$ cat src/gqe_pkg.sv
// gqe_pkg: shared constants, codes, payload structs and controller types
// for the greedy quad extractor; no dependencies
package gqe_pkg;

    localparam int GRID      = 16;
    localparam int TYPE_BITS = 8;
    localparam int IDX_W     = $clog2(GRID);
    localparam int SIZE_W    = $clog2(GRID) + 1;
    localparam int CELL_AW   = 2 * IDX_W;
    localparam int CELLS     = GRID * GRID;
    localparam int FTYPE_W   = 8;
    localparam int PADDR_W   = 3;
    localparam int PDATA_W   = 32;

    localparam logic [SIZE_W-1:0] SIZE_RESET = SIZE_W'(GRID);

    localparam logic OP_WRITE   = 1'b0;
    localparam logic OP_EXTRACT = 1'b1;

    localparam logic [PADDR_W-3:0] REG_ACTIVE_SIZE = '0;

    typedef struct packed {
        logic               opcode;
        logic [IDX_W-1:0]   cell_row;
        logic [IDX_W-1:0]   cell_col;
        logic               visible;
        logic [FTYPE_W-1:0] cell_type;
    } gqe_in_t;

    typedef struct packed {
        logic               found;
        logic [IDX_W-1:0]   quad_row;
        logic [IDX_W-1:0]   quad_col;
        logic [SIZE_W-1:0]  quad_width;
        logic [SIZE_W-1:0]  quad_height;
        logic [FTYPE_W-1:0] quad_type;
    } gqe_out_t;

    typedef enum logic [3:0] {
        S_IDLE,
        S_EXEC,
        S_SCAN,
        S_TYPE,
        S_WCHK,
        S_WCMP,
        S_HCHK,
        S_HCMP,
        S_CLEAR,
        S_OUT
    } gqe_state_t;

    typedef struct packed {
        logic load;
        logic write_cell;
        logic scan_init;
        logic scan_next;
        logic take_origin;
        logic take_type;
        logic read_wcell;
        logic w_inc;
        logic h_init;
        logic h_inc;
        logic read_hcell;
        logic i_inc;
        logic clr_init;
        logic clear_row;
        logic push;
    } gqe_cmd_t;

    typedef struct packed {
        logic is_extract;
        logic u_end;
        logic row_hit;
        logic w_ok;
        logic rd_match;
        logic row_done;
        logic h_ok;
        logic clr_last;
        logic out_busy;
    } gqe_status_t;

endpackage

$ cat src/gqe_ram.sv
// gqe_ram: generic single write port, single read port ram with registered read
// no dependencies
module gqe_ram #(
    parameter int WIDTH = 8,
    parameter int DEPTH = 256
) (
    input  logic                     clk,
    input  logic                     wr_en,
    input  logic [$clog2(DEPTH)-1:0] wr_addr,
    input  logic [WIDTH-1:0]         wr_data,
    input  logic                     rd_en,
    input  logic [$clog2(DEPTH)-1:0] rd_addr,
    output logic [WIDTH-1:0]         rd_data
);

    logic [WIDTH-1:0] mem_reg [DEPTH];
    logic [WIDTH-1:0] rd_data_reg;

    always_ff @(posedge clk) begin
        if (wr_en) begin
            mem_reg[wr_addr] <= wr_data;
        end
        if (rd_en) begin
            rd_data_reg <= mem_reg[rd_addr];
        end
    end

    assign rd_data = rd_data_reg;

endmodule

$ cat src/gqe_ctrl.sv
// gqe_ctrl: sequencer for cell writes and rectangle extraction
// depends on gqe_pkg
module gqe_ctrl
    import gqe_pkg::*;
(
    input  logic        aclk,
    input  logic        aresetn,
    input  logic        s_valid,
    output logic        s_ready,
    input  gqe_status_t status,
    output gqe_cmd_t    cmd
);

    gqe_state_t state_reg, state_next;

    always_ff @(posedge aclk) begin
        if (!aresetn) begin
            state_reg <= S_IDLE;
        end else begin
            state_reg <= state_next;
        end
    end

    always_comb begin
        state_next = state_reg;
        cmd        = '0;
        s_ready    = 1'b0;
        case (state_reg)
            S_IDLE: begin
                s_ready = 1'b1;
                if (s_valid) begin
                    cmd.load   = 1'b1;
                    state_next = S_EXEC;
                end
            end
            S_EXEC: begin
                if (status.is_extract) begin
                    cmd.scan_init = 1'b1;
                    state_next    = S_SCAN;
                end else begin
                    cmd.write_cell = 1'b1;
                    state_next     = S_IDLE;
                end
            end
            S_SCAN: begin
                if (status.u_end) begin
                    state_next = S_OUT;
                end else if (status.row_hit) begin
                    cmd.take_origin = 1'b1;
                    state_next      = S_TYPE;
                end else begin
                    cmd.scan_next = 1'b1;
                end
            end
            S_TYPE: begin
                cmd.take_type = 1'b1;
                state_next    = S_WCHK;
            end
            S_WCHK: begin
                if (status.w_ok) begin
                    cmd.read_wcell = 1'b1;
                    state_next     = S_WCMP;
                end else begin
                    cmd.h_init = 1'b1;
                    state_next = S_HCHK;
                end
            end
            S_WCMP: begin
                if (status.rd_match) begin
                    cmd.w_inc  = 1'b1;
                    state_next = S_WCHK;
                end else begin
                    cmd.h_init = 1'b1;
                    state_next = S_HCHK;
                end
            end
            S_HCHK: begin
                if (status.row_done) begin
                    cmd.h_inc = 1'b1;
                end else if (status.h_ok) begin
                    cmd.read_hcell = 1'b1;
                    state_next     = S_HCMP;
                end else begin
                    cmd.clr_init = 1'b1;
                    state_next   = S_CLEAR;
                end
            end
            S_HCMP: begin
                if (status.rd_match) begin
                    cmd.i_inc  = 1'b1;
                    state_next = S_HCHK;
                end else begin
                    cmd.clr_init = 1'b1;
                    state_next   = S_CLEAR;
                end
            end
            S_CLEAR: begin
                cmd.clear_row = 1'b1;
                if (status.clr_last) begin
                    state_next = S_OUT;
                end
            end
            S_OUT: begin
                if (!status.out_busy) begin
                    cmd.push   = 1'b1;
                    state_next = S_IDLE;
                end
            end
            default: begin
                state_next = S_IDLE;
            end
        endcase
    end

endmodule

$ cat src/gqe_dp.sv
// gqe_dp: presence bits, type ram, scan and growth counters, output register
// depends on gqe_pkg and gqe_ram
module gqe_dp
    import gqe_pkg::*;
(
    input  logic              aclk,
    input  logic              aresetn,
    input  gqe_cmd_t          cmd,
    output gqe_status_t       status,
    input  logic [SIZE_W-1:0] active_size,
    input  gqe_in_t           s_data,
    output logic              m_valid,
    input  logic              m_ready,
    output gqe_out_t          m_data
);

    logic [GRID-1:0]      pres_reg [GRID];
    logic [GRID-1:0]      pres_next [GRID];
    gqe_in_t              item_reg;
    logic [SIZE_W-1:0]    u_reg;
    logic [IDX_W-1:0]     v_reg;
    logic [SIZE_W-1:0]    w_reg;
    logic [SIZE_W-1:0]    h_reg;
    logic [SIZE_W-1:0]    i_reg;
    logic [TYPE_BITS-1:0] t_reg;
    logic                 found_reg;
    logic                 m_valid_reg;
    gqe_out_t             m_data_reg;

    logic [SIZE_W-1:0]    eff_size;
    logic [GRID-1:0]      col_mask;
    logic [GRID-1:0]      clr_mask;
    logic [GRID-1:0]      scan_row;
    logic [IDX_W-1:0]     low_col;
    logic [SIZE_W:0]      wrow;
    logic [SIZE_W:0]      hrow;
    logic [SIZE_W:0]      hcol;
    logic [SIZE_W:0]      hend;
    logic                 in_range;
    logic                 ram_we;
    logic                 ram_re;
    logic [CELL_AW-1:0]   ram_raddr;
    logic [TYPE_BITS-1:0] ram_rdata;
    gqe_out_t             result;

    always_comb begin
        if (active_size == '0) begin
            eff_size = SIZE_W'(1);
        end else if (active_size > SIZE_W'(GRID)) begin
            eff_size = SIZE_W'(GRID);
        end else begin
            eff_size = active_size;
        end
    end

    assign wrow = {1'b0, u_reg} + {1'b0, w_reg};
    assign hrow = {1'b0, u_reg} + {1'b0, i_reg};
    assign hcol = (SIZE_W + 1)'(v_reg) + {1'b0, h_reg};
    assign hend = (SIZE_W + 1)'(v_reg) + {1'b0, h_reg};

    always_comb begin
        for (int c = 0; c < GRID; c++) begin
            col_mask[c] = (SIZE_W'(c) < eff_size);
            clr_mask[c] = ((SIZE_W + 1)'(c) >= (SIZE_W + 1)'(v_reg)) &&
                          ((SIZE_W + 1)'(c) < hend);
        end
    end

    assign scan_row = pres_reg[u_reg[IDX_W-1:0]] & col_mask;

    always_comb begin
        low_col = '0;
        for (int c = GRID - 1; c >= 0; c--) begin
            if (scan_row[c]) begin
                low_col = IDX_W'(c);
            end
        end
    end

    assign in_range = ({1'b0, item_reg.cell_row} < eff_size) &&
                      ({1'b0, item_reg.cell_col} < eff_size);

    // status back to the sequencer
    assign status.is_extract = (item_reg.opcode == OP_EXTRACT);
    assign status.u_end      = (u_reg >= eff_size);
    assign status.row_hit    = |scan_row;
    assign status.w_ok       = (wrow < (SIZE_W + 1)'(eff_size)) &&
                               pres_reg[wrow[IDX_W-1:0]][v_reg];
    assign status.rd_match   = (ram_rdata == t_reg);
    assign status.row_done   = (i_reg == w_reg);
    assign status.h_ok       = (hcol < (SIZE_W + 1)'(eff_size)) &&
                               pres_reg[hrow[IDX_W-1:0]][hcol[IDX_W-1:0]];
    assign status.clr_last   = ((SIZE_W + 1)'(i_reg) + (SIZE_W + 1)'(1)) ==
                               (SIZE_W + 1)'(w_reg);
    assign status.out_busy   = m_valid_reg && !m_ready;

    // type ram ports
    assign ram_we = cmd.write_cell && in_range && item_reg.visible;
    assign ram_re = cmd.take_origin || cmd.read_wcell || cmd.read_hcell;

    always_comb begin
        if (cmd.take_origin) begin
            ram_raddr = {u_reg[IDX_W-1:0], low_col};
        end else if (cmd.read_wcell) begin
            ram_raddr = {wrow[IDX_W-1:0], v_reg};
        end else begin
            ram_raddr = {hrow[IDX_W-1:0], hcol[IDX_W-1:0]};
        end
    end

    gqe_ram #(
        .WIDTH (TYPE_BITS),
        .DEPTH (CELLS)
    ) u_type_ram (
        .clk     (aclk),
        .wr_en   (ram_we),
        .wr_addr ({item_reg.cell_row, item_reg.cell_col}),
        .wr_data (item_reg.cell_type[TYPE_BITS-1:0]),
        .rd_en   (ram_re),
        .rd_addr (ram_raddr),
        .rd_data (ram_rdata)
    );

    // presence bit updates
    always_comb begin
        for (int r = 0; r < GRID; r++) begin
            pres_next[r] = pres_reg[r];
        end
        if (cmd.write_cell && in_range) begin
            pres_next[item_reg.cell_row][item_reg.cell_col] = item_reg.visible;
        end
        if (cmd.clear_row) begin
            pres_next[hrow[IDX_W-1:0]] = pres_reg[hrow[IDX_W-1:0]] & ~clr_mask;
        end
    end

    always_comb begin
        result = '0;
        if (found_reg) begin
            result.found       = 1'b1;
            result.quad_row    = u_reg[IDX_W-1:0];
            result.quad_col    = v_reg;
            result.quad_width  = w_reg;
            result.quad_height = h_reg;
            result.quad_type   = FTYPE_W'(t_reg);
        end
    end

    always_ff @(posedge aclk) begin
        if (!aresetn) begin
            for (int r = 0; r < GRID; r++) begin
                pres_reg[r] <= '0;
            end
            m_valid_reg <= 1'b0;
        end else begin
            for (int r = 0; r < GRID; r++) begin
                pres_reg[r] <= pres_next[r];
            end
            if (cmd.push) begin
                m_valid_reg <= 1'b1;
            end else if (m_ready) begin
                m_valid_reg <= 1'b0;
            end
        end
    end

    always_ff @(posedge aclk) begin
        if (cmd.load) begin
            item_reg <= s_data;
        end
        if (cmd.scan_init) begin
            u_reg     <= '0;
            found_reg <= 1'b0;
        end else if (cmd.scan_next) begin
            u_reg <= u_reg + SIZE_W'(1);
        end
        if (cmd.take_origin) begin
            v_reg     <= low_col;
            w_reg     <= SIZE_W'(1);
            found_reg <= 1'b1;
        end else if (cmd.w_inc) begin
            w_reg <= w_reg + SIZE_W'(1);
        end
        if (cmd.take_type) begin
            t_reg <= ram_rdata;
        end
        if (cmd.h_init) begin
            h_reg <= SIZE_W'(1);
        end else if (cmd.h_inc) begin
            h_reg <= h_reg + SIZE_W'(1);
        end
        if (cmd.h_init || cmd.h_inc || cmd.clr_init) begin
            i_reg <= '0;
        end else if (cmd.i_inc || cmd.clear_row) begin
            i_reg <= i_reg + SIZE_W'(1);
        end
        if (cmd.push) begin
            m_data_reg <= result;
        end
    end

    assign m_valid = m_valid_reg;
    assign m_data  = m_data_reg;

endmodule

$ cat src/greedy_quad_extractor.sv
// greedy_quad_extractor: top level with configuration register and assertions
// depends on gqe_pkg, gqe_ctrl and gqe_dp
//
// Usage:
//   s_ channel takes one command per transaction: opcode write stores one cell
//   (presence bit, and type if visible), opcode extract pulls the next merged rectangle.
//   m_ channel gives one result per extract and nothing for a write.
//   The APB port holds active_size at byte address 0 (used saturated to 1..16).
// Sequencing, one command at a time (s_ready is high only while idle):
//   write: the item is registered on accept and applied in S_EXEC, then the
//     sequencer returns to idle.
//   extract: S_SCAN skips empty rows, the type of the first set cell is
//     taken and cells down its column are compared (S_WCHK, S_WCMP); each
//     further column is checked row by row (S_HCHK, S_HCMP) until one fails,
//     the covered rows are cleared (S_CLEAR) and S_OUT loads the result once
//     the output register is free. An empty slice goes from S_SCAN to S_OUT.
// Reset clears every presence bit, sets active_size to 16 and empties the
// output register; the type store is not cleared.
// A stalled receiver holds the result in the output register; the next
// command is still accepted and runs up to its own result, then waits.
module greedy_quad_extractor
    import gqe_pkg::*;
(
    input  logic               aclk,
    input  logic               aresetn,
    input  logic               s_valid,
    output logic               s_ready,
    input  gqe_in_t            s_data,
    output logic               m_valid,
    input  logic               m_ready,
    output gqe_out_t           m_data,
    input  logic               psel,
    input  logic               penable,
    input  logic               pwrite,
    input  logic [PADDR_W-1:0] paddr,
    input  logic [PDATA_W-1:0] pwdata,
    output logic [PDATA_W-1:0] prdata,
    output logic               pready
);

    logic [SIZE_W-1:0] active_size_reg;
    logic              cfg_sel;
    gqe_cmd_t          cmd;
    gqe_status_t       status;

    assign pready  = 1'b1;
    assign cfg_sel = (paddr[PADDR_W-1:2] == REG_ACTIVE_SIZE);

    always_ff @(posedge aclk) begin
        if (!aresetn) begin
            active_size_reg <= SIZE_RESET;
        end else if (psel && penable && pwrite && pready && cfg_sel) begin
            active_size_reg <= pwdata[SIZE_W-1:0];
        end
    end

    assign prdata = cfg_sel ? PDATA_W'(active_size_reg) : '0;

    gqe_ctrl u_ctrl (
        .aclk    (aclk),
        .aresetn (aresetn),
        .s_valid (s_valid),
        .s_ready (s_ready),
        .status  (status),
        .cmd     (cmd)
    );

    gqe_dp u_dp (
        .aclk        (aclk),
        .aresetn     (aresetn),
        .cmd         (cmd),
        .status      (status),
        .active_size (active_size_reg),
        .s_data      (s_data),
        .m_valid     (m_valid),
        .m_ready     (m_ready),
        .m_data      (m_data)
    );

    // empty slice result carries no rectangle
    assert property (@(posedge aclk) disable iff (!aresetn)
        (m_valid && !m_data.found) |->
            (m_data.quad_row == '0 && m_data.quad_col == '0 &&
             m_data.quad_width == '0 && m_data.quad_height == '0 &&
             m_data.quad_type == '0))
        else $error("empty result with non-zero fields");

    // an extracted rectangle is at least one cell and stays inside the grid
    assert property (@(posedge aclk) disable iff (!aresetn)
        (m_valid && m_data.found) |->
            (m_data.quad_width != '0 && m_data.quad_height != '0 &&
             ((SIZE_W + 1)'(m_data.quad_row) + (SIZE_W + 1)'(m_data.quad_width)
                 <= (SIZE_W + 1)'(GRID)) &&
             ((SIZE_W + 1)'(m_data.quad_col) + (SIZE_W + 1)'(m_data.quad_height)
                 <= (SIZE_W + 1)'(GRID))))
        else $error("rectangle outside the grid");

    // a result is only loaded into a free output register
    assert property (@(posedge aclk) disable iff (!aresetn)
        cmd.push |-> (!m_valid || m_ready))
        else $error("result overwritten before transfer");

endmodule
$ cat config.mk
export PLATFORM = sky130hd
export DESIGN_NAME = greedy_quad_extractor
export DESIGN_NICKNAME = d
export VERILOG_FILES = /design/src/gqe_pkg.sv /design/src/gqe_ram.sv /design/src/gqe_ctrl.sv /design/src/gqe_dp.sv /design/src/greedy_quad_extractor.sv
export SDC_FILE = /design/constraint.sdc
export NUM_CORES = 2
export LEC_CHECK = 0
export BUFFER_PORTS_ARGS = -buffer_cell sky130_fd_sc_hd__buf_2
export CAP_MARGIN = 20
export CORE_ASPECT_RATIO = 1.4
export CORE_MARGIN = 8
export CORE_UTILIZATION = 40
export CTS_BUF_LIST = sky130_fd_sc_hd__clkbuf_4
export CTS_CLUSTER_DIAMETER = 40
export CTS_CLUSTER_SIZE = 28
export DETAILED_ROUTE_END_ITERATION = 10
export GPL_TIMING_DRIVEN = 0
export PLACE_DENSITY_LB_ADDON = 0.1
export RECOVER_POWER = 100
export SYNTH_ARGS = -nofsm -noshare
export SYNTH_HDL_FRONTEND = slang
export SYNTH_SLANG_ARGS = --single-unit
$ cat constraint.sdc
create_clock -name aclk -period 6.62 [get_ports aclk]
set_clock_uncertainty 0.1 [all_clocks]
set_input_delay 1.324 -clock aclk [delete_from_list [all_inputs] [get_ports aclk]]
set_output_delay 1.324 -clock aclk [all_outputs]
set_load 0.005 [all_outputs]
* Yosys cells after proc, flatten, opt, wreduce, memory -nomap -nowiden *
Memory sizes are Yosys's and may differ from the RTL's. A register that Yosys moved wholly into a read port is not among the register bits.
Cells that the tools add are included.
W data, S select, Z words.

word-level totals
  register bits = 88
  bits in writable memories = 2304
  input bits = 60
  output and inout bits = 62
  logic and storage cells = 270
  memories = 2

operators by class
  $add $sub $neg = 8
  magnitude comparators = 61
  eq/ne operators = 17
  muxes and demuxes = 101
  bitwise operators = 22
  reductions and logical operators = 38

memory list
  name                     words  bits a word  rd ports  clocked after memory_dff  wr ports  line           RTL
  u_dp.u_type_ram.mem_reg  256    8            1         1                         1         gqe_ram.sv:16  logic [WIDTH-1:0] mem_reg [DEPTH];
  u_dp.pres_reg            16     16           19        1                         16        gqe_dp.sv:17   logic [GRID-1:0] pres_reg [GRID];

operators with widths
  cell                   count
  $bwmux W256            2
  $mux W256              2
  $mux W16               18
  $demux W16 S4          2
  $mux W4                26
  $lt A4 B6 Y1 const A   8
  $lt A4 B5 Y1 const A   8
  $pmux W4 S10           1
  $and A16 B16 Y16       2
  $mux W1                32
  $ge A4 B4 Y1 const A   7
  $logic_and A1 B1 Y1    27
  $mux W27               1
  $lt A3 B6 Y1 const A   4
  $add A5 B1 Y5 const B  4
  $lt A3 B5 Y1 const A   4
  $eq A4 B3 Y1 const B   4
  $ge A3 B4 Y1 const A   4
  $mux W8                2
  $not A16 Y16           1
  $or A1 B1 Y1           16
  $reduce_or A16 Y1      1
  $lt A4 B5 Y1 const B   3
  $mux W5                3
  37 further kinds       65

* Depth between registers and ports, before layout *
  depth in word-level cells = 22
  gate-level depth with buffers = 28

* By module *
From an unflattened synthesis, not the netlist that was laid out.

unflattened totals
  cells, all modules = 6216
  area total of the unflattened synthesis = 103530.5 um^2

by module, submodules not included
  module                 instances  cells each  area an instance (um^2)  sequential area each (um^2)
  gqe_ram                1          3733        79636.4                  61739.2
  gqe_dp                 1          2357        22900.7                  7357.1
  gqe_ctrl               1          68          514.2                    80.1
  greedy_quad_extractor  1          58          479.2                    100.1

* Worst setup path after synthesis *
OpenSTA, ideal clock, no wires.

  path kind = register to register
  start = register u_dp.w_reg[0]
  end = register u_dp.u_type_ram.rd_data_reg[5] (netlist: u_dp.u_type_ram.rd_data[5]) (read register of u_dp.u_type_ram.mem_reg), data pin
  data arrival time = 5.681 ns
  path slack = 0.570 ns
  stages on the path, launching flop included = 25
  clock period less this slack = 6.050 ns
  cell sequence = dfxtp_1 ha_1 fa_1 xnor2_2 inv_2 buf_2 buf_4 buf_2 ha_1 a21oi_1 nand2_1 maj3_1 a211oi_1 nand3_1 nor3_1 o31a_1 buf_2 buf_4 clkbuf_1 mux2_2 o2111a_1 a2bb2oi_1 a2111oi_0 a21o_1 nand4_1

on the way
  cells in the longest elaborated chain, start to end = 9
  elaborated cells between the ends (all ways) = 15

ends and longest elaborated chain
  what                                           line                         RTL
  start, declared                                gqe_dp.sv:22                 logic [SIZE_W-1:0] w_reg;
  start signal, assigned                         gqe_dp.sv:182                w_reg <= w_reg + SIZE_W'(1);
  $add A5 B5 Y6                                  gqe_dp.sv:56                 assign wrow = {1'b0, u_reg} + {1'b0, w_reg};
  $mem_v2 Z16 W16                                -
  $bmux W1 S4                                    gqe_dp.sv:88                 pres_reg[wrow[IDX_W-1:0]][v_reg];
  $mux W1 (not written as such)                  gqe_dp.sv:88
  $logic_and A1 B1 Y1                            gqe_dp.sv:87                 assign status.w_ok = (wrow < (SIZE_W + 1)'(eff_size)) &&
  $mux W1                                        gqe_ctrl.sv:60               if (status.w_ok) begin
  $mux W1                                        gqe_ctrl.sv:28               case (state_reg)
  $mux W8 or $logic_or A1 B1 Y1 (tied branches)  gqe_dp.sv:104, gqe_dp.sv:99
  $mux W8 or $logic_or A1 B1 Y1 (tied branches)  gqe_dp.sv:102, gqe_dp.sv:99
  end, declared                                  gqe_ram.sv:17                logic [WIDTH-1:0] rd_data_reg;

Several ways; a longest one is shown, not always the timed one. The select of a mux whose other input is x is not followed.
A chain may end at the register's enable or synchronous reset.

==> impl_results.md <==
* Core Box Area at 266000 um^2
* # clock sinks at 2404
* Ys flop type: edfxtp_1
* Hold Slack at 0.0577 ns
* Setup crit end kind: flop
* DRC violations left at 0
* Die X at 453 um
* Number of distinct library cells after synthesis at 98
* Max Fclk at 129 MHz
* Worst IR drop on VDD at 0.242 mV
* Lkg Pwr at 41.6 nW
* DRT Pass-1 Iters at 6
* Most frequent cells in the layout: edfxtp_1 (2113), nand2_1 (1073), nor2_1 (764)
* Arrival @ worst endpoint at 8.63 ns
* Die ar. at 284000 um^2
* GPL Wtd Cong at 1.08
* GRT Total Usage at 37.8%
* Dpl ws at -5.32 ns
* Final hold violations at 0
* CP Launch Type: flop
* Synth warnings at 0
* # fillers at 24000
* Area grow syn2layout at 16.8%
* Register area at 69300 um^2
* Post-Route WL at 554 mm
* I/O pins at 122
* Synthesized instance count at 7963
* Top cells by area, synth: edfxtp_1 (59%), mux2i_1 (5.9%), mux4_2 (5.5%)
* Max FFs per register at 2048
* CTS tree: built
* Final setup violating endpoints at 1362
* Minimum clock period at 7.73 ns
* Clk_lat worst skew at 1.44 ns
* First-pass GRT wire length at 716 mm
* DR iter-0 viols at 10300
* FF+latch count, synth at 2404
* Final ANT Viol Nets at 0
* Total power at 47.5 mW
* Worst Slack Setup Final at -1.11 ns
* Post-synth EDFFs at 2113
* Final net count at 8832
* Post-synth top area share at 59.3%
* Min-delay worst type: in2reg
* Setup_tns at -503.24 ns
* Num CTS Buffers at 312
* Clock slew seen by the registers of the worst setup and hold paths at 0.20 ns
* Design area at 125000 um^2
* Vias per Instance at 6.38
* Synth Area per Inst at 13.4 um^2
* Clk buf depth at 4
* Failing checks: capacitance limit, slew limit, setup timing
* Final core utilization at 46.9%
* R2R Setup Slk at -1.11 ns
* Post-Syn Area at 107000 um^2
* Share of cells above drive strength 1 at 21.1%
* Status: complete, but fails checks
* Power per Cell Area at 381 nW/um^2
* Routed len/inst at 44.1 um
* Final cell count without fillers at 12600
* Port Buf Inserts at 64
* Via count at 80100
* Slew @ Worst Pin at 2.10 ns
* Fraction of the yosys area taken by sequential cells at 64.8%
* Final Max Tran Viols at 76
* HPWL after detailed placement at 415 mm
* Gr ovfl total at 0
* Initial Utilization at 40.2%
* Die Y at 628 um
* Row count at 224
* Period utilisation layout at 117%
* Post-synth ARST share at 0%
* RSZ-0062 raised after global routing: yes
* Placed cells at 11800
* Antenna violations before repair at 56
* Vias in the first global route at 76600
* Root buf cell: clkbuf_4
* Worst relative slew slack at -39.8%
* Setup CP Type: reg2reg
* Multi-input logic area at 36200 um^2
* Largest net degree at the start of global routing at 35
* Most common cell after layout, fill and taps aside: edfxtp_1
* Placed Instance Area at 116000 um^2
* Critical-path maximum fanout at 11
* Max Cap Viol at 4
* Worst EP required at 7.52 ns
* H-tree depth at 5
* Post-synth top area cell: edfxtp_1
==> routing by layer <==
metal	global-route usage [%]	up-vias	routed length (um)
met2	61.1	5552	258000
met5	0	-	178
met3	9.24	2055	48500
met4	39.6	26	74300
li1	-	32300	-
met1	38.7	40200	173000
==> final cells by class <==
| class | instances | area share (%) |
|---|---|---|
| sequential | 2404 | 55.5 |
| multi-input combinational | 4904 | 29.0 |
| buffer | 638 | 4.43 |
| tap | 3503 | 3.51 |
| timing repair buffer | 441 | 3.05 |
| clock inverter | 232 | 2.26 |
| clock buffer | 337 | 2.03 |
| inverter | 37 | 0.125 |
| antenna | 60 | 0.120 |
==> cells by family after synthesis <==
kind of cell	synth area share, %
AOI/OAI and AO/OA	8.99
and+or+nand+nor	9.91
buffers and inverters	3.07
muxes	12.5
xor gates and xnor gates	0.310
other	0.00702
DFF	64.8
adders and majority gates	0.428
==> worst max-delay path: stages (launching register included) <==
cell       delay [ns]
dfxtp_1          0.35
buf_6            0.28
buf_4            0.30
buf_6            0.31
buf_6            0.36
mux4_2           0.38
mux2i_4          0.27
o211ai_1         0.15
a2bb2oi_2        0.29
and2_1           0.26
nand2_4          0.18
o21ai_4          0.27
inv_4            0.14
a31o_4           0.27
o21ai_4          0.17
buf_12           0.16
buf_16           0.16
buf_16           0.18
buf_16           0.18
buf_16           0.16
buf_12           0.19
buf_16           0.21
mux2i_2          0.34
a32oi_1          0.11
a311oi_1         0.40
a31o_2           0.36
nand4_1          0.55
==> report_power, final <==
| group | switching [mW] | internal, mW |
|---|---|---|
| Combinational | 13.4 | 5.95 |
| Clock | 6.50 | 4.42 |
| Sequential | 0.114 | 17.1 |
==> timing repair <==
| action | 4_1_cts | 5_1_grt |
|---|---|---|
| setup endpoints to repair | 1119 | 41 |
| resized for setup | 913 | 170 |
| pin swaps | 69 | 52 |
| endpoints found under the hold margin | 17 | 0 |
| gates cloned | 0 | 1 |
| hold buffers | 17 | 0 |
| buffers inserted | 89 | 51 |
==> synth_stat cells, drive strengths merged, types with 72 or more instances <==
master and count:
mux2 105, nand2 1086, edfxtp 2113, nand3 316
a32oi 72, nor2 811, dfxtp 291, buf 315
a21oi 230, o21ai 94, mux2i 632, mux4 260
clkbuf 329, a211oi 293
==> path summary, 6_finish.rpt <==
check / startpoint / to / cells past startpoint
setup / recovery: flop / u_dp.u_type_ram.rd_data[5] / 26
hold / removal: s_data[16] / u_dp.item_reg[16] / 1
setup reg to reg: flop / u_dp.u_type_ram.rd_data[5] / 26
hold reg to reg: u_dp.u_type_ram.rd_data[5] / u_dp.t_reg[5] / 0
Note: power is estimated with default switching activity, not from simulation.
